==> src/rtl/i2cm_pkg.sv <==
// ----------------------------------------------------------------------------
// I2C master register transfer package
// Phase and step codes, command and status codes, and the word types.
// ----------------------------------------------------------------------------
`default_nettype none

package i2cm_pkg;

  localparam logic [1:0] CMD_NONE  = 2'd0;
  localparam logic [1:0] CMD_WRITE = 2'd1;
  localparam logic [1:0] CMD_READ  = 2'd2;
  localparam logic [1:0] CMD_PROBE = 2'd3;

  localparam logic [1:0] STAT_OK        = 2'd0;
  localparam logic [1:0] STAT_ADDR_NACK = 2'd1;
  localparam logic [1:0] STAT_DATA_NACK = 2'd2;
  localparam logic [1:0] STAT_BUS_BUSY  = 2'd3;

  localparam logic [7:0] ACK_TIMEOUT_RESET = 8'd251;
  localparam logic [3:0] BIT_LAST          = 4'd7;

  typedef enum logic [15:0] {
    PH_IDLE      = 16'h0001,
    PH_START_A   = 16'h0002,
    PH_START_B   = 16'h0004,
    PH_START_C   = 16'h0008,
    PH_TX_LOW    = 16'h0010,
    PH_TX_HIGH   = 16'h0020,
    PH_ACK_LOW   = 16'h0040,
    PH_ACK_HIGH  = 16'h0080,
    PH_RX_LOW    = 16'h0100,
    PH_RX_HIGH   = 16'h0200,
    PH_MACK_LOW  = 16'h0400,
    PH_MACK_HIGH = 16'h0800,
    PH_STOP_A    = 16'h1000,
    PH_STOP_B    = 16'h2000,
    PH_STOP_C    = 16'h4000,
    PH_RS_PREP   = 16'h8000
  } phase_t;

  typedef enum logic [2:0] {
    STEP_DEV    = 3'd0,
    STEP_REG    = 3'd1,
    STEP_DEV_RD = 3'd2,
    STEP_DATA   = 3'd3,
    STEP_RDATA  = 3'd4,
    STEP_PROBE  = 3'd5
  } step_t;

  typedef struct packed {
    logic [1:0]  command;
    logic [7:0]  device_address;
    logic [7:0]  register_address;
    logic [15:0] byte_count;
    logic [7:0]  tx_byte;
    logic        sda_sample;
    logic        scl_sample;
  } item_t;

  typedef struct packed {
    logic       scl_drive;
    logic       sda_drive;
    logic       tx_take;
    logic [7:0] rx_byte;
    logic       rx_valid;
    logic       busy_res;
    logic       done_res;
    logic [1:0] status;
  } result_t;

endpackage

`default_nettype wire

==> src/rtl/i2c_master_register_transfer_top.sv <==
// A tick word is held in the input register and its result in the result
// register. Throughput: one tick word per cycle while out_stall is low; the
// bus sequencer takes one phase step per cycle from its input register into
// the result register. Reset (rst, synchronous, active high) puts the
// sequencer in idle, empties both registers and sets the ACK timeout to 251.
// ----------------------------------------------------------------------------
// I2C master register transfer top level
// Open-drain I2C master for register writes, reads and probes, one half-bit
// phase per tick word.
// ----------------------------------------------------------------------------
`default_nettype none

module i2c_master_register_transfer_top (
  input  wire logic        clk,
  input  wire logic        rst,
  input  wire logic        cfg_we,
  input  wire logic [7:0]  cfg_wdata,
  input  wire logic        in_valid,
  output logic             in_stall,
  input  wire logic [1:0]  command,
  input  wire logic [7:0]  device_address,
  input  wire logic [7:0]  register_address,
  input  wire logic [15:0] byte_count,
  input  wire logic [7:0]  tx_byte,
  input  wire logic        sda_sample,
  input  wire logic        scl_sample,
  output logic             out_valid,
  input  wire logic        out_stall,
  output logic             scl_drive,
  output logic             sda_drive,
  output logic             tx_take,
  output logic [7:0]       rx_byte,
  output logic             rx_valid,
  output logic             busy_res,
  output logic             done_res,
  output logic [1:0]       status
);

  i2cm_pkg::item_t   in_item;
  i2cm_pkg::item_t   item;
  i2cm_pkg::result_t res;
  i2cm_pkg::result_t res_q;
  logic              item_valid;
  logic              room;
  logic              fire;

  always_comb begin
    in_item.command          = command;
    in_item.device_address   = device_address;
    in_item.register_address = register_address;
    in_item.byte_count       = byte_count;
    in_item.tx_byte          = tx_byte;
    in_item.sda_sample       = sda_sample;
    in_item.scl_sample       = scl_sample;
  end

  assign fire = item_valid && room;

  i2cm_in_stage u_in (
    .clk        (clk),
    .rst        (rst),
    .in_valid   (in_valid),
    .in_stall   (in_stall),
    .in_item    (in_item),
    .item_valid (item_valid),
    .item       (item),
    .item_take  (room)
  );

  i2cm_seq u_seq (
    .clk       (clk),
    .rst       (rst),
    .cfg_we    (cfg_we),
    .cfg_wdata (cfg_wdata),
    .fire      (fire),
    .item      (item),
    .res       (res)
  );

  i2cm_out_stage u_out (
    .clk       (clk),
    .rst       (rst),
    .load      (fire),
    .res_in    (res),
    .room      (room),
    .out_valid (out_valid),
    .out_stall (out_stall),
    .res_q     (res_q)
  );

  assign scl_drive = res_q.scl_drive;
  assign sda_drive = res_q.sda_drive;
  assign tx_take   = res_q.tx_take;
  assign rx_byte   = res_q.rx_byte;
  assign rx_valid  = res_q.rx_valid;
  assign busy_res  = res_q.busy_res;
  assign done_res  = res_q.done_res;
  assign status    = res_q.status;

endmodule

`default_nettype wire

==> src/rtl/i2cm_in_stage.sv <==
// ----------------------------------------------------------------------------
// I2C master input register
// Holds one accepted tick word until the sequencer consumes it.
// ----------------------------------------------------------------------------
`default_nettype none

module i2cm_in_stage (
  input  wire logic          clk,
  input  wire logic          rst,
  input  wire logic          in_valid,
  output logic               in_stall,
  input  wire i2cm_pkg::item_t in_item,
  output logic               item_valid,
  output i2cm_pkg::item_t    item,
  input  wire logic          item_take
);

  assign in_stall = item_valid && !item_take;

  always_ff @(posedge clk) begin
    if (rst) begin
      item_valid <= 1'b0;
    end else if (!in_stall) begin
      item_valid <= in_valid;
    end
  end

  always_ff @(posedge clk) begin
    if (!in_stall) begin
      item <= in_item;
    end
  end

endmodule

`default_nettype wire

==> src/rtl/i2cm_seq.sv <==
// ----------------------------------------------------------------------------
// I2C master bit sequencer
// Advances the bus phase by one tick per consumed word and forms its result.
// ----------------------------------------------------------------------------
`default_nettype none

module i2cm_seq (
  input  wire logic            clk,
  input  wire logic            rst,
  input  wire logic            cfg_we,
  input  wire logic [7:0]      cfg_wdata,
  input  wire logic            fire,
  input  wire i2cm_pkg::item_t item,
  output i2cm_pkg::result_t    res
);

  i2cm_pkg::phase_t phase, phase_next;
  i2cm_pkg::step_t  step, step_next;
  logic [1:0]  op_kind, op_kind_next;
  logic [7:0]  shift_reg, shift_reg_next;
  logic [3:0]  bit_index, bit_index_next;
  logic [15:0] bytes_left, bytes_left_next;
  logic [7:0]  wait_count, wait_count_next;
  logic [7:0]  saved_device, saved_device_next;
  logic [7:0]  saved_register, saved_register_next;
  logic        resume, resume_next;
  logic [1:0]  final_code, final_code_next;
  logic [7:0]  ack_timeout;
  logic        do_next;
  logic        take;
  logic [7:0]  rxb;
  logic        rxv;
  logic        done;
  logic [1:0]  stat;
  logic        scl_o;
  logic        sda_o;

  always_comb begin
    phase_next          = phase;
    step_next           = step;
    op_kind_next        = op_kind;
    shift_reg_next      = shift_reg;
    bit_index_next      = bit_index;
    bytes_left_next     = bytes_left;
    wait_count_next     = wait_count;
    saved_device_next   = saved_device;
    saved_register_next = saved_register;
    resume_next         = resume;
    final_code_next     = final_code;
    do_next             = 1'b0;
    take                = 1'b0;
    rxb                 = 8'd0;
    rxv                 = 1'b0;
    done                = 1'b0;
    stat                = i2cm_pkg::STAT_OK;

    unique case (phase)
      i2cm_pkg::PH_IDLE: begin
        if (item.command != i2cm_pkg::CMD_NONE) begin
          if (item.command == i2cm_pkg::CMD_PROBE &&
              !(item.sda_sample && item.scl_sample)) begin
            done = 1'b1;
            stat = i2cm_pkg::STAT_BUS_BUSY;
          end else begin
            op_kind_next        = item.command;
            saved_device_next   = item.device_address;
            saved_register_next = item.register_address;
            bytes_left_next     = item.byte_count;
            step_next           = (item.command == i2cm_pkg::CMD_PROBE) ?
                                  i2cm_pkg::STEP_PROBE : i2cm_pkg::STEP_DEV;
            resume_next         = 1'b0;
            final_code_next     = i2cm_pkg::STAT_OK;
            phase_next          = i2cm_pkg::PH_START_A;
          end
        end
      end
      i2cm_pkg::PH_RS_PREP: phase_next = i2cm_pkg::PH_START_A;
      i2cm_pkg::PH_START_A: phase_next = i2cm_pkg::PH_START_B;
      i2cm_pkg::PH_START_B: phase_next = i2cm_pkg::PH_START_C;
      i2cm_pkg::PH_START_C: begin
        if (step == i2cm_pkg::STEP_PROBE) begin
          shift_reg_next = saved_register;
        end else if (step == i2cm_pkg::STEP_DEV_RD) begin
          shift_reg_next = saved_device + 8'd1;
        end else begin
          shift_reg_next = saved_device;
        end
        bit_index_next = 4'd0;
        phase_next     = i2cm_pkg::PH_TX_LOW;
      end
      i2cm_pkg::PH_TX_LOW: phase_next = i2cm_pkg::PH_TX_HIGH;
      i2cm_pkg::PH_TX_HIGH: begin
        shift_reg_next = {shift_reg[6:0], 1'b0};
        bit_index_next = bit_index + 4'd1;
        phase_next     = (bit_index_next > i2cm_pkg::BIT_LAST) ?
                         i2cm_pkg::PH_ACK_LOW : i2cm_pkg::PH_TX_LOW;
      end
      i2cm_pkg::PH_ACK_LOW: begin
        wait_count_next = 8'd0;
        phase_next      = i2cm_pkg::PH_ACK_HIGH;
      end
      i2cm_pkg::PH_ACK_HIGH: begin
        if (!item.sda_sample) begin
          do_next = 1'b1;
        end else if (wait_count >= ack_timeout) begin
          phase_next = i2cm_pkg::PH_STOP_A;
          unique case (step)
            i2cm_pkg::STEP_DEV, i2cm_pkg::STEP_PROBE: begin
              resume_next     = 1'b0;
              final_code_next = i2cm_pkg::STAT_ADDR_NACK;
            end
            i2cm_pkg::STEP_DATA: begin
              resume_next     = 1'b0;
              final_code_next = i2cm_pkg::STAT_DATA_NACK;
            end
            default: begin
              resume_next     = 1'b1;
              final_code_next = i2cm_pkg::STAT_OK;
            end
          endcase
        end else begin
          wait_count_next = wait_count + 8'd1;
        end
      end
      i2cm_pkg::PH_RX_LOW: phase_next = i2cm_pkg::PH_RX_HIGH;
      i2cm_pkg::PH_RX_HIGH: begin
        shift_reg_next = {shift_reg[6:0], item.sda_sample};
        bit_index_next = bit_index + 4'd1;
        if (bit_index_next > i2cm_pkg::BIT_LAST) begin
          rxb             = shift_reg_next;
          rxv             = 1'b1;
          bytes_left_next = bytes_left - 16'd1;
          phase_next      = i2cm_pkg::PH_MACK_LOW;
        end else begin
          phase_next = i2cm_pkg::PH_RX_LOW;
        end
      end
      i2cm_pkg::PH_MACK_LOW: phase_next = i2cm_pkg::PH_MACK_HIGH;
      i2cm_pkg::PH_MACK_HIGH: begin
        if (bytes_left != 16'd0) begin
          bit_index_next = 4'd0;
          shift_reg_next = 8'd0;
          phase_next     = i2cm_pkg::PH_RX_LOW;
        end else begin
          resume_next     = 1'b0;
          final_code_next = i2cm_pkg::STAT_OK;
          phase_next      = i2cm_pkg::PH_STOP_A;
        end
      end
      i2cm_pkg::PH_STOP_A: phase_next = i2cm_pkg::PH_STOP_B;
      i2cm_pkg::PH_STOP_B: phase_next = i2cm_pkg::PH_STOP_C;
      i2cm_pkg::PH_STOP_C: begin
        if (resume) begin
          resume_next = 1'b0;
          do_next     = 1'b1;
        end else begin
          phase_next = i2cm_pkg::PH_IDLE;
          done       = 1'b1;
          stat       = final_code;
        end
      end
      default: phase_next = i2cm_pkg::PH_IDLE;
    endcase

    // After an acknowledged byte, or a stop that the transfer continues past,
    // the sequence moves on to its next step.
    if (do_next) begin
      unique case (step)
        i2cm_pkg::STEP_DEV: begin
          step_next      = i2cm_pkg::STEP_REG;
          shift_reg_next = saved_register;
          bit_index_next = 4'd0;
          phase_next     = i2cm_pkg::PH_TX_LOW;
        end
        i2cm_pkg::STEP_REG, i2cm_pkg::STEP_DATA: begin
          if (step == i2cm_pkg::STEP_REG && op_kind == i2cm_pkg::CMD_READ) begin
            step_next  = i2cm_pkg::STEP_DEV_RD;
            phase_next = i2cm_pkg::PH_RS_PREP;
          end else if (bytes_left != 16'd0) begin
            step_next       = i2cm_pkg::STEP_DATA;
            bytes_left_next = bytes_left - 16'd1;
            take            = 1'b1;
            shift_reg_next  = item.tx_byte;
            bit_index_next  = 4'd0;
            phase_next      = i2cm_pkg::PH_TX_LOW;
          end else begin
            resume_next     = 1'b0;
            final_code_next = i2cm_pkg::STAT_OK;
            phase_next      = i2cm_pkg::PH_STOP_A;
          end
        end
        i2cm_pkg::STEP_DEV_RD: begin
          if (bytes_left != 16'd0) begin
            step_next      = i2cm_pkg::STEP_RDATA;
            bit_index_next = 4'd0;
            shift_reg_next = 8'd0;
            phase_next     = i2cm_pkg::PH_RX_LOW;
          end else begin
            resume_next     = 1'b0;
            final_code_next = i2cm_pkg::STAT_OK;
            phase_next      = i2cm_pkg::PH_STOP_A;
          end
        end
        default: begin
          resume_next     = 1'b0;
          final_code_next = i2cm_pkg::STAT_OK;
          phase_next      = i2cm_pkg::PH_STOP_A;
        end
      endcase
    end
  end

  always_comb begin
    unique case (phase_next)
      i2cm_pkg::PH_START_B: begin
        scl_o = 1'b1;
        sda_o = 1'b0;
      end
      i2cm_pkg::PH_START_C, i2cm_pkg::PH_STOP_A: begin
        scl_o = 1'b0;
        sda_o = 1'b0;
      end
      i2cm_pkg::PH_TX_LOW: begin
        scl_o = 1'b0;
        sda_o = shift_reg_next[7];
      end
      i2cm_pkg::PH_TX_HIGH: begin
        scl_o = 1'b1;
        sda_o = shift_reg_next[7];
      end
      i2cm_pkg::PH_ACK_LOW, i2cm_pkg::PH_RX_LOW, i2cm_pkg::PH_RS_PREP: begin
        scl_o = 1'b0;
        sda_o = 1'b1;
      end
      i2cm_pkg::PH_MACK_LOW: begin
        scl_o = 1'b0;
        sda_o = (bytes_left_next == 16'd0);
      end
      i2cm_pkg::PH_MACK_HIGH: begin
        scl_o = 1'b1;
        sda_o = (bytes_left_next == 16'd0);
      end
      i2cm_pkg::PH_STOP_B: begin
        scl_o = 1'b1;
        sda_o = 1'b0;
      end
      default: begin
        scl_o = 1'b1;
        sda_o = 1'b1;
      end
    endcase
  end

  always_comb begin
    res.scl_drive = scl_o;
    res.sda_drive = sda_o;
    res.tx_take   = take;
    res.rx_byte   = rxb;
    res.rx_valid  = rxv;
    res.busy_res  = (phase_next != i2cm_pkg::PH_IDLE);
    res.done_res  = done;
    res.status    = stat;
  end

  always_ff @(posedge clk) begin
    if (rst) begin
      ack_timeout <= i2cm_pkg::ACK_TIMEOUT_RESET;
    end else if (cfg_we) begin
      ack_timeout <= cfg_wdata;
    end
  end

  always_ff @(posedge clk) begin
    if (rst) begin
      phase          <= i2cm_pkg::PH_IDLE;
      step           <= i2cm_pkg::STEP_DEV;
      op_kind        <= i2cm_pkg::CMD_NONE;
      shift_reg      <= 8'd0;
      bit_index      <= 4'd0;
      bytes_left     <= 16'd0;
      wait_count     <= 8'd0;
      saved_device   <= 8'd0;
      saved_register <= 8'd0;
      resume         <= 1'b0;
      final_code     <= i2cm_pkg::STAT_OK;
    end else if (fire) begin
      phase          <= phase_next;
      step           <= step_next;
      op_kind        <= op_kind_next;
      shift_reg      <= shift_reg_next;
      bit_index      <= bit_index_next;
      bytes_left     <= bytes_left_next;
      wait_count     <= wait_count_next;
      saved_device   <= saved_device_next;
      saved_register <= saved_register_next;
      resume         <= resume_next;
      final_code     <= final_code_next;
    end
  end

endmodule

`default_nettype wire

==> src/rtl/i2cm_out_stage.sv <==
// ----------------------------------------------------------------------------
// I2C master result register
// Holds one result word until the receiver takes it.
// ----------------------------------------------------------------------------
`default_nettype none

module i2cm_out_stage (
  input  wire logic              clk,
  input  wire logic              rst,
  input  wire logic              load,
  input  wire i2cm_pkg::result_t res_in,
  output logic                   room,
  output logic                   out_valid,
  input  wire logic              out_stall,
  output i2cm_pkg::result_t      res_q
);

  assign room = !out_valid || !out_stall;

  always_ff @(posedge clk) begin
    if (rst) begin
      out_valid <= 1'b0;
    end else if (room) begin
      out_valid <= load;
    end
  end

  always_ff @(posedge clk) begin
    if (load) begin
      res_q <= res_in;
    end
  end

endmodule

`default_nettype wire

==> config.mk <==
export PLATFORM = sky130hd
export DESIGN_NAME = i2c_master_register_transfer_top
export DESIGN_NICKNAME = d
export VERILOG_FILES = /design/src/rtl/i2cm_pkg.sv /design/src/rtl/i2c_master_register_transfer_top.sv /design/src/rtl/i2cm_in_stage.sv /design/src/rtl/i2cm_seq.sv /design/src/rtl/i2cm_out_stage.sv
export SDC_FILE = /design/constraint.sdc
export NUM_CORES = 1
export LEC_CHECK = 0
export ABC_AREA = 1
export BUFFER_PORTS_ARGS = -buffer_cell sky130_fd_sc_hd__buf_2
export CAP_MARGIN = 20
export CORE_ASPECT_RATIO = 0.9
export CORE_MARGIN = 4
export CORE_UTILIZATION = 54
export CTS_CLUSTER_DIAMETER = 50
export DETAILED_ROUTE_END_ITERATION = 6
export GPL_ROUTABILITY_DRIVEN = 0
export GPL_TIMING_DRIVEN = 0
export PLACE_DENSITY = 0.81
export SYNTH_ARGS = -nofsm -noshare
export SYNTH_HDL_FRONTEND = slang
export SYNTH_SLANG_ARGS = --single-unit
export TNS_END_PERCENT = 50
==> constraint.sdc <==
create_clock -name clk -period 2.3 [get_ports clk]
set_input_delay 0.115 -clock clk [delete_from_list [all_inputs] [get_ports clk]]
set_output_delay 0.115 -clock clk [all_outputs]
set_load 0.01 [all_outputs]
# After elaboration in Yosys (flattened, before gate mapping)
# Index checks and enable logic that the tools add are counted.
op_classes:
  n_lt_le_gt_ge: 2
  n_eq_ne: 36
  bitwise_logic: 3
  n_addsub: 4
  n_mux: 85
  reduce_logical: 27
op_table:
  columns: ["op", "count"]
  rows:
  - ["$pmux W16 S16", 1]
  - ["$mux W16", 14]
  - ["$mux W8", 9]
  - ["$pmux W16 S3", 1]
  - ["$eq A16 B11 Y1 const B", 2]
  - ["$eq A16 B12 Y1 const B", 2]
  - ["$eq A16 B13 Y1 const B", 2]
  - ["$eq A16 B14 Y1 const B", 2]
  - ["$eq A16 B16 Y1 const B", 2]
  - ["$eq A16 B3 Y1 const B", 2]
  - ["$eq A16 B4 Y1 const B", 2]
  - ["$eq A16 B5 Y1 const B", 2]
  - ["$eq A16 B6 Y1 const B", 2]
  - ["$eq A16 B7 Y1 const B", 2]
  - ["$eq A16 B9 Y1 const B", 2]
  - ["$pmux W16 S2", 1]
  - ["$pmux W8 S4", 1]
  - ["$mux W13", 2]
  - ["$mux W3", 8]
  - ["$pmux W4 S3", 2]
  - ["$pmux W8 S3", 1]
  - ["$mux W2", 11]
  - ["$mux W1", 17]
  - ["$add A8 B1 Y8 const B", 2]
  - ["39 further kinds", 65]
totals:
  register_bits: 146
  inputBits: 57
  wordCells: 186
  out_inout_bits: 18

# Logic depth before layout (Yosys ltp)
logic_depth:
  word_depth: 12
  mapped_depth: 17
  ltp_nobuf: 17

# By module
# Synthesis repeated with hierarchy kept, for this count alone.
unflattened:
  hier_cells: 1007
  area_unflattened_um2: 7711.1
modules_own_cells:
  columns: ["module", "area_per_inst_um2", "cells_per_inst", "seq_area_each_um2", "instances"]
  rows:
  - ["i2cm_seq", 5816.8, 935, 1681.6, 1]
  - ["i2cm_in_stage", 1367.6, 50, 1341.3, 1]
  - ["i2cm_out_stage", 519.2, 20, 500.5, 1]
  - ["i2c_master_register_transfer_top", 7.5, 2, 0.0, 1]

# Least setup slack after synthesis
# No wires, ideal clock.
synth_timing:
  kind: "reg-to-reg"
  startpoint: "reg u_seq.bytes_left[0]"
  endpoint: "reg, netlist name u_out.res_q[14]"
  setup_slack_ps: 76
  setup_ps: 259
  period_less_slack_ps: 2224
  arrival_time_ps: 1965
  path_stages_with_launch: 17
  path_buffers: 0
  t_required_ps: 2041
  path_cell_list: "dfxtp_1 clkinv_1 ha_1 nand2_1 nor2_1 nand2_1 nand2_1 nor2_4 nand2_8 inv_2 nor2_1 nor2_1 nor2_1 nand2_1 nor2_1 nand3_1 nand3_1"
synth_rtl:
  columns: ["element", "line", "rtl"]
  rows:
  - ["from (decl)", "i2cm_seq.sv:22", "logic [15:0] bytes_left, bytes_left_next;"]
  - ["from (signal assigned)", "i2cm_seq.sv:292", "bytes_left <= bytes_left_next;"]

==> results.json <==
{
  "vias": 8115,
  "synth_nets": 1119,
  "p_comb_share_pct": 16.4,
  "min_path_type": "primary input to flop",
  "maxSlewViolCount": 0,
  "swShare_pct": 27.13,
  "dr.pass1.iters": 6,
  "ys.flop_type": "dfxtp_1",
  "grt_pass1_vias": 7385,
  "internal_power_uw": 4943,
  "drt-initial-drc-count": 1183,
  "cts_tree": "done",
  "fin_skew_ns": 0.008208,
  "largest_reg_flops": 44,
  "netlist_area_sq_um": 7944,
  "ff_latch_area_sq_um": 3545,
  "worst_path_max_delay_cell": "dfxtp_1",
  "ys_seq_area_share_pct": 44.35,
  "holdPathStages": 4,
  "final_antenna_net_count": 0,
  "regMostFlops": "u_in.item",
  "cp.arrival_ns": 2.58,
  "worstHoldStart": "cfg_we",
  "tightest_slew_ns": 0.8899,
  "fill_cells": 1022,
  "grtUsageTotal_pct": 27.43,
  "cts_made_buffers": 17,
  "dieArea_sq_um": 16720,
  "die_y_microns": 123.1,
  "coreArea_sq_um": 14210,
  "rows": 41,
  "power_frac_clock_pct": 40.6,
  "cp-end-kind": "flop",
  "htree_levels": 4,
  "cp-start-kind": "flop",
  "drc": 0,
  "timing.final.crit_period_ns": 2.288,
  "regToRegEndpoint": "u_out.res_q[14]$_DFFE_PP_",
  "routed_wl_microns": 23190,
  "start_util_pct": 55.90,
  "yosysUniqueCellTypes": 54,
  "drive_above_1_share_pct": 21.16,
  "grt_pass1_wl_microns": 36180,
  "fmaxAchievable_mhz": 437.1,
  "max_stage_delay_ns": 0.38,
  "hold_viol_final": 0,
  "place_hpwl_microns": 15020,
  "io_buffers": 73,
  "ys_ff_latch": 146,
  "path_clk_slew_ns": 0.06,
  "clock_latency_ns": 0.43,
  "root_buffer": "clkbuf_16",
  "final.period_utilization_pct": 99.47,
  "rsz0062_at_grt": "yes",
  "maxCapViolations": 0,
  "multi_input_area_sq_um": 4159,
  "crit_path_max_fanout": 8,
  "fin_util_pct": 72.52,
  "pwr-share-seq_pct": 43.0,
  "synth-edff-count": 60,
  "fin_nets": 1300,
  "place_area_sq_um": 8566,
  "synth_warnings": 0,
  "crit_chain": "nor2_4 > nand2_4 > nor2_8 > nand4_2 > nand2_8 > nand2_8 > buf_4 > a21oi_1 > nor2_1 > nor2_1 > nand2_2 > nor2_4 > nand3_2 > nand3_2",
  "setup_viol": 0,
  "clock_path_buffers": 2,
  "areaGrowthSynthToFinish_pct": 29.72,
  "via_per_inst": 5.647,
  "r2r_start": "u_seq.phase[0]$_SDFFE_PP1P_",
  "io_pins": 75,
  "reg2reg_slack_ns": 0.01,
  "grt_start_max_net_pins": 45,
  "power_leakage_uw": 0.004535,
  "worstHoldEndpoint": "u_seq.ack_timeout[0]$_SDFFE_PP1P_",
  "power-per-cell-area_nw_per_um2": 658.2,
  "p_sw_uw": 1840,
  "worst-setup-path-type": "flop to flop",
  "crit_required_ns": 2.59,
  "wl_per_cell_microns": 16.14,
  "die_w_microns": 135.9,
  "synth-async-reset-ratio_pct": 0,
  "syn_area_per_cell_sq_um": 7.566,
  "final_area_sq_um": 10300,
  "clkSinkCount": 146,
  "outcome": "completed",
  "ir_drop_mv": 0.8051,
  "slew_headroom_pct": 40.68,
  "reg2reg_depth": 14,
  "overflow": 0,
  "antenna_found_initial": 0,
  "synthCells": 1050
}
## worst max path at each step
stage,slack (ns),start,endpoint,cells after the start
2_1_floorplan,0.08,u_seq.bytes_left[0]$_SDFFE_PP0P_,u_out.res_q[14]$_DFFE_PP_,16
3_3_place_gp,-0.59,u_seq.bytes_left[0]$_SDFFE_PP0P_,u_out.res_q[14]$_DFFE_PP_,16
3_5_place_dp,-0.60,u_seq.bytes_left[0]$_SDFFE_PP0P_,u_out.res_q[14]$_DFFE_PP_,16
4_1_cts,0.0001,u_seq.phase[0]$_SDFFE_PP1P_,u_out.res_q[14]$_DFFE_PP_,16
5_1_grt,-0.08,u_seq.phase[7]$_SDFFE_PP0P_,u_out.res_q[14]$_DFFE_PP_,15
6_report,0.01,u_seq.phase[0]$_SDFFE_PP1P_,u_out.res_q[14]$_DFFE_PP_,14
## cells in the mapped netlist, types with 5 or more instances
master | number | area share [%]
a211oi_1 | 7 | 0.66
clkbuf_1 | 25 | 1.2
o21ai_1 | 6 | 0.38
nand4_1 | 20 | 1.6
nor2_2 | 17 | 1.3
nand3_1 | 70 | 4.4
edfxtp_1 | 60 | 23
inv_1 | 97 | 4.6
a21oi_1 | 70 | 4.4
o21ai_0 | 77 | 4.9
inv_2 | 10 | 0.47
nand2_1 | 239 | 11
o22ai_1 | 7 | 0.55
nand2_2 | 6 | 0.47
a22o_1 | 8 | 0.88
nor2_1 | 130 | 6.1
ha_1 | 12 | 1.9
nor3_1 | 28 | 1.8
o211ai_1 | 5 | 0.47
dfxtp_1 | 86 | 22
xor2_1 | 12 | 1.3
## kinds of logic after synthesis
family,after synthesis,share of synthesized area [%]
compound gates,197,14.05
xor+xnor,14,1.544
fa+ha+maj,12,1.890
buf+inv,141,6.977
flops,146,44.35
simple gates,540,31.19
## critical path, delay by kind of cell, from the launching register on
| kind | cells | cell delay, ns |
|---|---|---|
| AND/OR/NAND/NOR | 12 | 1.49 |
| flip-flops | 1 | 0.38 |
| buffers and inverters | 1 | 0.16 |
| AO/OA/AOI/OAI | 1 | 0.13 |
## cells in the final DEF, fill, tap and decap left out, types with 8 or more instances in the layout
cell type      Yosys  final
nand2_1          239    219
nor2_1           130    116
inv_1             97     92
buf_2              4     78
o21ai_0           77     76
dfxtp_1           86     73
a21oi_1           70     68
nand3_1           70     65
edfxtp_1          60     60
dlygate4sd3_1      0     58
nor3_1            28     28
buf_4              0     28
clkbuf_1          25     25
nor2_4             4     23
nand2_2            6     22
nand4_1           20     20
clkbuf_16          0     17
nor2_2            17     12
xor2_1            12     12
ha_1              12     11
dfxtp_2            0     11
inv_2             10     10
a22o_1             8      8
## metal layers
layer	routed length (microns)	GRT usage (%)	vias up	share of wire (%)
met5	0	0	-	0
met4	669	9.320	0	2.9
met3	2394	7.364	73	10
met2	10650	43.41	490	46
met1	9474	36.71	3658	41
li1	-	-	3894	-
## final cells by class
| class | instances | share of cell area [%] |
|---|---|---|
| Antenna cell | 1 | 0.02428 |
| Buffer | 32 | 1.493 |
| Clock buffer | 20 | 4.237 |
| Clock inverter | 11 | 1.360 |
| Inverter | 109 | 4.262 |
| Multi-Input combinational cell | 763 | 40.36 |
| Sequential cell | 146 | 34.40 |
| Tap cell | 193 | 2.343 |
| Timing Repair Buffer | 162 | 11.52 |
## stage by stage
step / setup TNS (ns) / total power [uW] / instances / setup WS [ns] / hold slack, ns
2_1_floorplan: 0 / 3525 / 1050 / 0.07555 / 0.2139
3_3_place_gp: -3.217 / 3754 / 1316 / -0.5945 / 0.2920
3_5_place_dp: -3.413 / 3776 / 1317 / -0.5993 / 0.2931
4_1_cts: 0 / 6589 / 1411 / 0.00009570 / 0.01768
5_1_grt: -0.1628 / 7021 / 1436 / -0.08070 / 0.07120
6_report: 0 / 6783 / 1437 / 0.01219 / 0.04093
## power groups by stage
| stage | Combinational (uW) | Clock [uW] | Sequential (uW) |
|---|---|---|---|
| CTS | 930 | 2750 | 2910 |
| global placement | 800 | 0 | 2950 |
| detailed placement | 821 | 0 | 2960 |
| global route | 1210 | 2890 | 2930 |
| finish | 1110 | 2760 | 2920 |
| floorplan | 586 | 0 | 2940 |
## what timing repair did
| item | 4_1_cts | 5_1_grt |
|---|---|---|
| gates resized for setup | 25 | 90 |
| hold endpoints to repair | 54 | 0 |
| pin swaps | 4 | 34 |
| buffers inserted | 5 | 25 |
| hold buffers | 58 | 0 |
| endpoints found under the setup margin | 32 | 29 |
(Power assumes the default switching activity.)
